File: src/rtl/taf_pkg.sv
package taf_pkg;

    localparam int TRACKS_DEFAULT = 8;

    localparam int TRACK_W  = 3;
    localparam int TIME_W   = 32;
    localparam int POS_W    = 16;
    localparam int WIN_W    = 12;
    localparam int RSQ_W    = 2 * POS_W;
    localparam int S_DATA_W = 72;
    localparam int M_DATA_W = 72;
    localparam int CFG_IDX_W  = 3;
    localparam int CFG_DATA_W = 16;

    // 42 pt radius in 1/16 pt, squared
    localparam logic [RSQ_W-1:0] RADIUS_SQ_RESET = 32'd451584;

    localparam logic [CFG_IDX_W-1:0] REG_HOLD_ENABLE   = 3'd0;
    localparam logic [CFG_IDX_W-1:0] REG_HOLD_TIME     = 3'd1;
    localparam logic [CFG_IDX_W-1:0] REG_IGNORE_ENABLE = 3'd2;
    localparam logic [CFG_IDX_W-1:0] REG_IGNORE_TIME   = 3'd3;
    localparam logic [CFG_IDX_W-1:0] REG_TAP_MODE      = 3'd4;
    localparam logic [CFG_IDX_W-1:0] REG_TAP_TIME      = 3'd5;
    localparam logic [CFG_IDX_W-1:0] REG_MOVE_RADIUS   = 3'd6;

    localparam logic [1:0] TAP_OFF     = 2'd0;
    localparam logic [1:0] TAP_INITIAL = 2'd1;
    localparam logic [1:0] TAP_FINAL   = 2'd2;

    typedef struct packed {
        logic              hold_enable;
        logic [WIN_W-1:0]  hold_time;
        logic              ignore_enable;
        logic [WIN_W-1:0]  ignore_time;
        logic [1:0]        tap_mode;
        logic [WIN_W-1:0]  tap_time;
        logic [RSQ_W-1:0]  radius_sq;
    } cfg_t;

    typedef struct packed {
        logic               trial_start;
        logic [TRACK_W-1:0] track;
        logic [TIME_W-1:0]  timestamp;
        logic [POS_W-1:0]   x_pos;
        logic [POS_W-1:0]   y_pos;
        logic               last_of_track;
    } item_t;

    typedef struct packed {
        logic [TRACK_W-1:0] out_track;
        logic [TIME_W-1:0]  out_timestamp;
        logic [POS_W-1:0]   out_x;
        logic [POS_W-1:0]   out_y;
    } result_t;

endpackage

File: src/rtl/taf_cfg_regs.sv
module taf_cfg_regs (
    input  logic                           aclk,
    input  logic                           aresetn,
    input  logic                           cfg_valid,
    output logic                           cfg_ready,
    input  logic [taf_pkg::CFG_IDX_W-1:0]  cfg_index,
    input  logic [taf_pkg::CFG_DATA_W-1:0] cfg_data,
    output taf_pkg::cfg_t                  cfg
);
    import taf_pkg::*;

    cfg_t cfg_reg;
    cfg_t cfg_next;
    logic write_en;

    assign cfg_ready = 1'b1;
    assign write_en  = cfg_valid & cfg_ready;
    assign cfg       = cfg_reg;

    always_comb begin
        cfg_next = cfg_reg;
        if (write_en) begin
            case (cfg_index)
                REG_HOLD_ENABLE:   cfg_next.hold_enable   = cfg_data[0];
                REG_HOLD_TIME:     cfg_next.hold_time     = cfg_data[WIN_W-1:0];
                REG_IGNORE_ENABLE: cfg_next.ignore_enable = cfg_data[0];
                REG_IGNORE_TIME:   cfg_next.ignore_time   = cfg_data[WIN_W-1:0];
                REG_TAP_MODE:      cfg_next.tap_mode      = cfg_data[1:0];
                REG_TAP_TIME:      cfg_next.tap_time      = cfg_data[WIN_W-1:0];
                // only the square of the radius is ever used
                REG_MOVE_RADIUS:   cfg_next.radius_sq     = RSQ_W'(cfg_data) *
                                                            RSQ_W'(cfg_data);
                default: ;
            endcase
        end
    end

    always_ff @(posedge aclk) begin
        if (!aresetn) begin
            cfg_reg.hold_enable   <= 1'b0;
            cfg_reg.hold_time     <= '0;
            cfg_reg.ignore_enable <= 1'b0;
            cfg_reg.ignore_time   <= '0;
            cfg_reg.tap_mode      <= TAP_OFF;
            cfg_reg.tap_time      <= '0;
            cfg_reg.radius_sq     <= RADIUS_SQ_RESET;
        end else begin
            cfg_reg <= cfg_next;
        end
    end

endmodule

File: src/rtl/taf_core.sv
module taf_core #(
    parameter int TRACKS = taf_pkg::TRACKS_DEFAULT
) (
    input  logic            aclk,
    input  logic            aresetn,
    input  logic            fire,
    input  taf_pkg::item_t  item,
    input  taf_pkg::cfg_t   cfg,
    output logic            emit,
    output taf_pkg::result_t result
);
    import taf_pkg::*;

    logic [TRACKS-1:0] down_reg, down_next;
    logic              active_reg, active_next;
    logic              tap_started_reg, tap_started_next;
    logic              rel_seen_reg, rel_seen_next;
    logic [TIME_W-1:0] hold_ref_reg, hold_ref_next;
    logic [TIME_W-1:0] tap_ref_reg, tap_ref_next;
    logic [TIME_W-1:0] rel_time_reg, rel_time_next;
    logic [POS_W-1:0]  first_x_reg, first_x_next, first_y_reg, first_y_next;
    logic [POS_W-1:0]  anchor_x_reg, anchor_x_next, anchor_y_reg, anchor_y_next;

    // state as seen after an optional trial clear
    logic [TRACKS-1:0] down_c;
    logic              active_c, tap_started_c, rel_seen_c;
    logic [TIME_W-1:0] hold_ref_c, tap_ref_c, rel_time_c;
    logic [POS_W-1:0]  first_x_c, first_y_c, anchor_x_c, anchor_y_c;

    logic              in_range, drop_repeat, any_down, hold_sup, in_window, moved;
    logic [TIME_W-1:0] hold_ref_s, tap_ref_s;
    logic [POS_W-1:0]  first_x_s, first_y_s, anchor_x_s, anchor_y_s;
    logic [POS_W-1:0]  dx, dy;
    logic [RSQ_W:0]    dist_sq;
    logic [TRACKS-1:0] down_s;
    logic              emit_c;
    logic [POS_W-1:0]  ox, oy;

    always_comb begin
        if (item.trial_start) begin
            down_c        = '0;
            active_c      = 1'b0;
            tap_started_c = 1'b0;
            rel_seen_c    = 1'b0;
            hold_ref_c    = '0;
            tap_ref_c     = '0;
            rel_time_c    = '0;
            first_x_c     = '0;
            first_y_c     = '0;
            anchor_x_c    = '0;
            anchor_y_c    = '0;
        end else begin
            down_c        = down_reg;
            active_c      = active_reg;
            tap_started_c = tap_started_reg;
            rel_seen_c    = rel_seen_reg;
            hold_ref_c    = hold_ref_reg;
            tap_ref_c     = tap_ref_reg;
            rel_time_c    = rel_time_reg;
            first_x_c     = first_x_reg;
            first_y_c     = first_y_reg;
            anchor_x_c    = anchor_x_reg;
            anchor_y_c    = anchor_y_reg;
        end
    end

    always_comb begin
        in_range    = {29'd0, item.track} < 32'(TRACKS);
        drop_repeat = cfg.ignore_enable && rel_seen_c &&
                      ({1'b0, item.timestamp} <
                       {1'b0, rel_time_c} + {21'd0, cfg.ignore_time});

        hold_ref_s = active_c ? hold_ref_c : item.timestamp;
        first_x_s  = active_c ? first_x_c  : item.x_pos;
        first_y_s  = active_c ? first_y_c  : item.y_pos;

        for (int i = 0; i < TRACKS; i++) begin
            if ({29'd0, item.track} == 32'(i)) begin
                down_s[i] = !item.last_of_track;
            end else begin
                down_s[i] = down_c[i];
            end
        end
        any_down = |down_s;

        hold_sup = cfg.hold_enable &&
                   ({1'b0, item.timestamp} <
                    {1'b0, hold_ref_s} + {21'd0, cfg.hold_time});

        tap_ref_s  = tap_started_c ? tap_ref_c  : item.timestamp;
        anchor_x_s = tap_started_c ? anchor_x_c : item.x_pos;
        anchor_y_s = tap_started_c ? anchor_y_c : item.y_pos;
        in_window  = {1'b0, item.timestamp} <
                     {1'b0, tap_ref_s} + {21'd0, cfg.tap_time};

        dx = (anchor_x_s > item.x_pos) ? anchor_x_s - item.x_pos : item.x_pos - anchor_x_s;
        dy = (anchor_y_s > item.y_pos) ? anchor_y_s - item.y_pos : item.y_pos - anchor_y_s;
        dist_sq = {1'b0, RSQ_W'(dx) * RSQ_W'(dx)} + {1'b0, RSQ_W'(dy) * RSQ_W'(dy)};
        moved   = dist_sq >= {1'b0, cfg.radius_sq};

        // default: nothing but the trial clear takes effect
        down_next        = down_c;
        active_next      = active_c;
        tap_started_next = tap_started_c;
        rel_seen_next    = rel_seen_c;
        hold_ref_next    = hold_ref_c;
        tap_ref_next     = tap_ref_c;
        rel_time_next    = rel_time_c;
        first_x_next     = first_x_c;
        first_y_next     = first_y_c;
        anchor_x_next    = anchor_x_c;
        anchor_y_next    = anchor_y_c;
        emit_c           = 1'b0;
        ox               = item.x_pos;
        oy               = item.y_pos;

        if (in_range && !drop_repeat) begin
            down_next     = down_s;
            hold_ref_next = hold_ref_s;
            first_x_next  = first_x_s;
            first_y_next  = first_y_s;
            active_next   = 1'b1;
            if (hold_sup) begin
                active_next = any_down;
            end else begin
                tap_started_next = 1'b1;
                tap_ref_next     = tap_ref_s;
                anchor_x_next    = anchor_x_s;
                anchor_y_next    = anchor_y_s;
                emit_c           = 1'b1;
                case (cfg.tap_mode)
                    TAP_INITIAL: begin
                        if (in_window) begin
                            emit_c = !any_down;
                            ox     = first_x_s;
                            oy     = first_y_s;
                        end
                    end
                    TAP_FINAL: begin
                        if (in_window) begin
                            if (moved) begin
                                tap_ref_next  = item.timestamp;
                                anchor_x_next = item.x_pos;
                                anchor_y_next = item.y_pos;
                            end
                            emit_c = !any_down;
                        end
                    end
                    default: ;
                endcase
                if (!any_down) begin
                    active_next      = 1'b0;
                    tap_started_next = 1'b0;
                    rel_time_next    = item.timestamp;
                    rel_seen_next    = 1'b1;
                end
            end
        end
    end

    assign emit                 = emit_c;
    assign result.out_track     = item.track;
    assign result.out_timestamp = item.timestamp;
    assign result.out_x         = ox;
    assign result.out_y         = oy;

    always_ff @(posedge aclk) begin
        if (!aresetn) begin
            down_reg        <= '0;
            active_reg      <= 1'b0;
            tap_started_reg <= 1'b0;
            rel_seen_reg    <= 1'b0;
            hold_ref_reg    <= '0;
            tap_ref_reg     <= '0;
            rel_time_reg    <= '0;
            first_x_reg     <= '0;
            first_y_reg     <= '0;
            anchor_x_reg    <= '0;
            anchor_y_reg    <= '0;
        end else if (fire) begin
            down_reg        <= down_next;
            active_reg      <= active_next;
            tap_started_reg <= tap_started_next;
            rel_seen_reg    <= rel_seen_next;
            hold_ref_reg    <= hold_ref_next;
            tap_ref_reg     <= tap_ref_next;
            rel_time_reg    <= rel_time_next;
            first_x_reg     <= first_x_next;
            first_y_reg     <= first_y_next;
            anchor_x_reg    <= anchor_x_next;
            anchor_y_reg    <= anchor_y_next;
        end
    end

endmodule

File: src/rtl/touch_accommodation_filter.sv
// channel   dir  handshake                   contents
// s_        in   s_tvalid / s_tready         one touch sample per word
// m_        out  m_tvalid / m_tready         one filtered sample per word
// cfg_      in   cfg_valid / cfg_ready       register index and write data
//
// one word is taken per cycle unless the output stalls; a sample is held in the
// input register, runs through the filter logic and lands in the output register.
// the filter state loop closes through the state registers. aresetn is synchronous:
// it clears filter state, the config registers and the valid flags of both word
// registers. a stall on m_tready holds the output word; the input register still
// takes a word while it is empty, then s_tready follows m_tready.
module touch_accommodation_filter #(
    parameter int TRACKS = taf_pkg::TRACKS_DEFAULT
) (
    input  logic                           aclk,
    input  logic                           aresetn,
    input  logic                           s_tvalid,
    output logic                           s_tready,
    // track[2:0], timestamp[34:3], x_pos[50:35], y_pos[66:51], zero fill
    input  logic [taf_pkg::S_DATA_W-1:0]   s_tdata,
    // trial_start
    input  logic                           s_tuser,
    input  logic                           s_tlast,
    output logic                           m_tvalid,
    input  logic                           m_tready,
    // out_track[2:0], out_timestamp[34:3], out_x[50:35], out_y[66:51], zero fill
    output logic [taf_pkg::M_DATA_W-1:0]   m_tdata,
    input  logic                           cfg_valid,
    output logic                           cfg_ready,
    input  logic [taf_pkg::CFG_IDX_W-1:0]  cfg_index,
    input  logic [taf_pkg::CFG_DATA_W-1:0] cfg_data
);
    import taf_pkg::*;

    cfg_t    cfg;
    item_t   item_reg;
    logic    in_valid_reg;
    logic    out_valid_reg;
    result_t out_reg;
    logic    fire, emit, s_accept;
    result_t result;

    assign fire     = in_valid_reg && (!out_valid_reg || m_tready);
    assign s_tready = !in_valid_reg || fire;
    assign s_accept = s_tvalid && s_tready;

    taf_cfg_regs u_cfg (
        .aclk      (aclk),
        .aresetn   (aresetn),
        .cfg_valid (cfg_valid),
        .cfg_ready (cfg_ready),
        .cfg_index (cfg_index),
        .cfg_data  (cfg_data),
        .cfg       (cfg)
    );

    taf_core #(
        .TRACKS (TRACKS)
    ) u_core (
        .aclk    (aclk),
        .aresetn (aresetn),
        .fire    (fire),
        .item    (item_reg),
        .cfg     (cfg),
        .emit    (emit),
        .result  (result)
    );

    always_ff @(posedge aclk) begin
        if (!aresetn) begin
            in_valid_reg <= 1'b0;
        end else if (s_tready) begin
            in_valid_reg <= s_tvalid;
        end
    end

    always_ff @(posedge aclk) begin
        if (s_accept) begin
            item_reg.trial_start   <= s_tuser;
            item_reg.track         <= s_tdata[2:0];
            item_reg.timestamp     <= s_tdata[34:3];
            item_reg.x_pos         <= s_tdata[50:35];
            item_reg.y_pos         <= s_tdata[66:51];
            item_reg.last_of_track <= s_tlast;
        end
    end

    always_ff @(posedge aclk) begin
        if (!aresetn) begin
            out_valid_reg <= 1'b0;
        end else if (fire) begin
            out_valid_reg <= emit;
        end else if (m_tready) begin
            out_valid_reg <= 1'b0;
        end
    end

    always_ff @(posedge aclk) begin
        if (fire && emit) begin
            out_reg <= result;
        end
    end

    assign m_tvalid = out_valid_reg;
    assign m_tdata  = {5'd0, out_reg.out_y, out_reg.out_x,
                       out_reg.out_timestamp, out_reg.out_track};

endmodule
File: config.mk
export PLATFORM = sky130hd
export DESIGN_NAME = touch_accommodation_filter
export DESIGN_NICKNAME = d
export VERILOG_FILES = /design/src/rtl/taf_pkg.sv /design/src/rtl/taf_cfg_regs.sv /design/src/rtl/taf_core.sv /design/src/rtl/touch_accommodation_filter.sv
export SDC_FILE = /design/constraint.sdc
export NUM_CORES = 2
export LEC_CHECK = 0
export ABC_AREA = 1
export ABC_CLOCK_PERIOD_IN_PS = 12200
export BUFFER_PORTS_ARGS = -buffer_cell sky130_fd_sc_hd__buf_2
export CAP_MARGIN = 20
export CORE_ASPECT_RATIO = 2
export CORE_MARGIN = 1.5
export CORE_UTILIZATION = 40
export DETAILED_ROUTE_END_ITERATION = 16
export PLACE_DENSITY = 0.66
export SYNTH_ARGS = -nofsm -noshare
export SYNTH_HDL_FRONTEND = slang
export SYNTH_HIERARCHICAL = 1
export SYNTH_SLANG_ARGS = --single-unit
File: constraint.sdc
create_clock -name aclk -period 12.2 [get_ports aclk]
set_input_delay 3.05 -clock aclk [delete_from_list [all_inputs] [get_ports aclk]]
set_output_delay 3.05 -clock aclk [all_outputs]
set_load 0.03 [all_outputs]
==> results.md <==
Outcome:
- The flow ran to the end, and the final reports show no timing, DRC or antenna violations.

Floorplan:
- The width of the chip is ~250 um.
- The count of boundary I/O pins is around 170.
- The vertical die dimension is 497 um.
- The initial core utilization is between 40% and 50%.
- The initialized floorplan defines 181 standard-cell rows.
- The total core area is 121,000 um2.
- The floorplan step defined a die boundary enclosing between 100,000 and 150,000 um2.

GRT:
- After global routing the overflow that remains totals 0.
- The initial antenna violation count is 5.
- The largest net degree at the start of global routing is 90.
- The first-pass GRT wire length is 235 mm.
- Across every metal layer, demand over resource in global routing totals around a quarter.
- The number of global-route vias before repair is 44,964.

Final layout:
- The design area is around 56,000 um2.
- The layout cell share with drive strength beyond 1 is 12.9%.
- The register with the most flip-flops in the layout has 71 of them.
- Cells fill 45.9% of the core in the end.
- For this run, the post-layout net count is approximately 8,000.
- The area growth from synthesis to final layout is 14.3%.
- The final non-filler cell total is approximately 8,300.

Synthesis:
- The post-synthesis adder-cell area fraction is 36.2%.
- The synthesized netlist devotes under 10% of its cell area to compound gates.
- After technology mapping, the gate count stands at 6,384.
- The number of enable flip-flop cells after synthesis is 136.
- Of the total synthesized cell area, the portion taken by AND, OR, NAND and NOR gates is 19.0%.
- Averaged over all synthesized cells, the footprint is 7.65 um2.
- The number of synthesis warnings is 6.
- In the synthesized netlist the async set-or-reset flop fraction comes to 0%.
- By area, the combinational part of the netlist is dominated by adder cells.
- The count of cell types in the netlist is 65.
- Measured against the total synthesized area, the mux share comes to 0.105%.
- The netlist area before placement is 48,800 um2.
- Among all flip-flop cells after synthesis, the most frequent one is dfxtp_1.
- The area share of xor/xnor cells in the synthesized design is 3.28%.
- Of the synthesized area, sequential elements account for approximately 18%.
- The flip-flop and latch count after synthesis is 380.

Clock network:
- The clock tree from TritonCTS is yes.
- The clock drives 380 sinks.
- CTS built an H-tree with a depth of 2.
- The number of clock buffers added by TritonCTS is 37.
- After clock tree synthesis, the flow added hold-fix buffers numbering 0.
- The clock tree buffer depth is 3.
- The root buffer cell chosen for the clock tree is clkbuf_16.
- The clock-pin transition on the worst setup and hold timing paths is 70 ps.
- For the worst-skew pair, the clock arrives at the later sink with an insertion delay of 590 ps.

Hold path:
- The min-delay analysis places its worst path in the category flip-flop to flip-flop.

Worst setup path:
- In this run the worst path has a maximum fanout of 8.
- The cell family contributing the most delay on the critical path is adder cells.
- The kind of end point of the critical path is a flip-flop.
- The arrival time reported for the critical path endpoint is 12,280 ps.
- Counting both buffers and inverters, the worst setup path holds a total of 18.
- Among all stages on the critical path, the largest delay is contributed by fa_1.
- The delay of the slowest critical-path stage is 590 ps.
- STA classifies the critical path startpoint as a flip-flop.
- For the worst setup path, the data required time is approximately 13,000 ps.
- Counting stages on the worst path, the most repeated cell is nand2_1.
- The classification of the worst setup path is flip-flop to flip-flop.

Placed design:
- The placed cell area is 53,400 um2.
- The wire-length estimate of the detail-placed layout is 122 mm.
- Including well taps, the total number of placed cells is 8,213.
- Input and output buffers added on the ports amount to 161.
- The congestion estimate from routability-driven global placement came to 0.988.

Flow run:
- Max-cap violations in this run came to 0.

Drt:
- The detail route stage leaves a number of antenna-violating nets equal to 0.
- After detailed routing, the total wire length is 151 mm.
- The DRC violation count after routing is 0.
- The average wire length per cell after detail routing is about 18 um.
- For this run, the detailed router's first-pass iteration total came to 6.
- The routed layout has 42,709 vias.
- The number of DRC markers in iteration 0 is 2,364.
- In the routed layout, each cell is associated on average with a via count of 5.14.

STA:
- Based on the critical path, the design can be clocked at up to roughly 85 MHz.
- The shortest clock period the worst path allows after layout is 11,770 ps.
- Headroom to the max-slew limit came out at between 20% and 30%.
- The post-route worst hold slack is between 400 and 500 ps.
- Between clock sinks in the finished design, the worst skew comes to approximately 38 ps.
- The number of slew-limit violations in the final report came to 0.
- At the pin with the least slew margin, the transition time is about 1100 ps.
- Dividing the final minimum period by the clock period gives between 90% and 100%.
- The final-report hold violation count was 0.
- Setup violations remaining at the end of the flow were counted as 0.
==> per-stage QoR <==
stage          setup slack [ps]  setup TNS [ps]
5_1_grt                   -34.2            -491
3_3_place_gp               -139           -5630
3_5_place_dp               -257          -13920
2_1_floorplan               483               0
6_report                    428               0
4_1_cts                    36.0               0
==> Yosys cell counts, types with 8 or more instances <==
master | n | area (um2)
a211oi_1 | 26 | 195
a21o_1 | 10 | 75.1
a21oi_1 | 462 | 2310
a21oi_2 | 8 | 70.1
buf_2 | 45 | 225
buf_4 | 52 | 390
buf_6 | 10 | 113
clkbuf_1 | 169 | 634
dfxtp_1 | 244 | 4880
edfxtp_1 | 136 | 4080
fa_1 | 559 | 11200
ha_1 | 516 | 6460
inv_1 | 1318 | 4950
inv_2 | 13 | 48.8
nand2_1 | 1151 | 4320
nand2_2 | 19 | 119
nand3_1 | 297 | 1490
nand3_2 | 9 | 90.1
nand4_1 | 73 | 457
nor2_1 | 579 | 2170
nor2_2 | 13 | 81.3
nor3_1 | 44 | 220
o21a_1 | 11 | 82.6
o21ai_0 | 271 | 1360
o21ai_1 | 40 | 200
o21bai_1 | 19 | 143
or2_2 | 11 | 68.8
xnor2_1 | 49 | 429
xor2_1 | 134 | 1170
==> timing repair <==
action                                 in CTS  in global routing
gates cloned                                1                  8
pin swaps                                   3                 47
endpoints found under the hold margin       0                  0
resized for setup                          20                176
setup endpoints to repair                  64                 64
buffers inserted                            1                 20
==> worst min-delay path: stages, from the launching register on <==
cell	delay [ps]
dfxtp_1	300
inv_1	50
a21oi_1	50
==> path summary, 6_finish.rpt <==
kind | start | end | slack (ps) | cells after the start
worst min register to register | u_core/first_y_reg[15]$_SDFFE_PN0P_ | u_core/first_y_reg[15]$_SDFFE_PN0P_ | 450 | 2
worst max-delay path | item_reg[68]$_DFFE_PP_ | u_core/tap_ref_reg[8]$_SDFFE_PN0P_ | 430 | 61
worst max register to register | item_reg[68]$_DFFE_PP_ | u_core/tap_ref_reg[8]$_SDFFE_PN0P_ | 430 | 61
worst min-delay path | u_core/first_y_reg[15]$_SDFFE_PN0P_ | u_core/first_y_reg[15]$_SDFFE_PN0P_ | 450 | 2
==> kinds of logic (layout without fill, tap and decap cells) <==
group                    Yosys count  count (layout)
AO/OA/AOI/OAI                    892             892
XOR/XNOR                         183             183
adder cells (fa/ha/maj)         1075            1075
buffers and inverters           1621            1989
flip-flops                       380             380
multiplexers                       5               5
other                              3              10
AND/OR/NAND/NOR                 2225            2226
==> cell type report <==
| class | instances | area (um2) |
|---|---|---|
| Timing Repair Buffer | 584 | 4450 |
| Multi-Input combinational cell | 4388 | 34100 |
| Clock inverter | 22 | 231 |
| Fill cell | 12064 | 65600 |
| Sequential cell | 380 | 8970 |
| Inverter | 1337 | 5040 |
| Tap cell | 1555 | 1950 |
| Clock buffer | 46 | 1010 |
| Antenna cell | 3 | 7.51 |
==> cell usage in the layout (no fill, tap or decap), drive strengths merged, types with 4 or more instances in the layout <==
cell,n
o21a,12
nand2,1172
or2,12
o2111ai,4
clkinvlp,10
a21oi,470
nand3b,7
a21o,10
conb,7
clkinv,15
clkbuf,52
nor4,7
xnor2,49
fa,559
mux2i,4
nand4,75
inv,1332
a21boi,5
nor3,47
dfxtp,244
o211ai,6
o21bai,19
edfxtp,136
nor2,598
a31oi,4
a211oi,30
buf,578
ha,516
o21ai,315
nand3,306
xor2,134
==> layer usage <==
metal / vias to the layer above / global-route usage (%) / wire, um
met4: 4 / 17.7 / 12400
met5: - / 0 / 22
met3: 499 / 2.04 / 5440
met2: 1205 / 46.3 / 81400
li1: 20503 / - / -
met1: 20498 / 23.6 / 51900
Power is not shown: default switching activity piles up to over one toggle a cycle in this logic, so the estimate is an artifact.
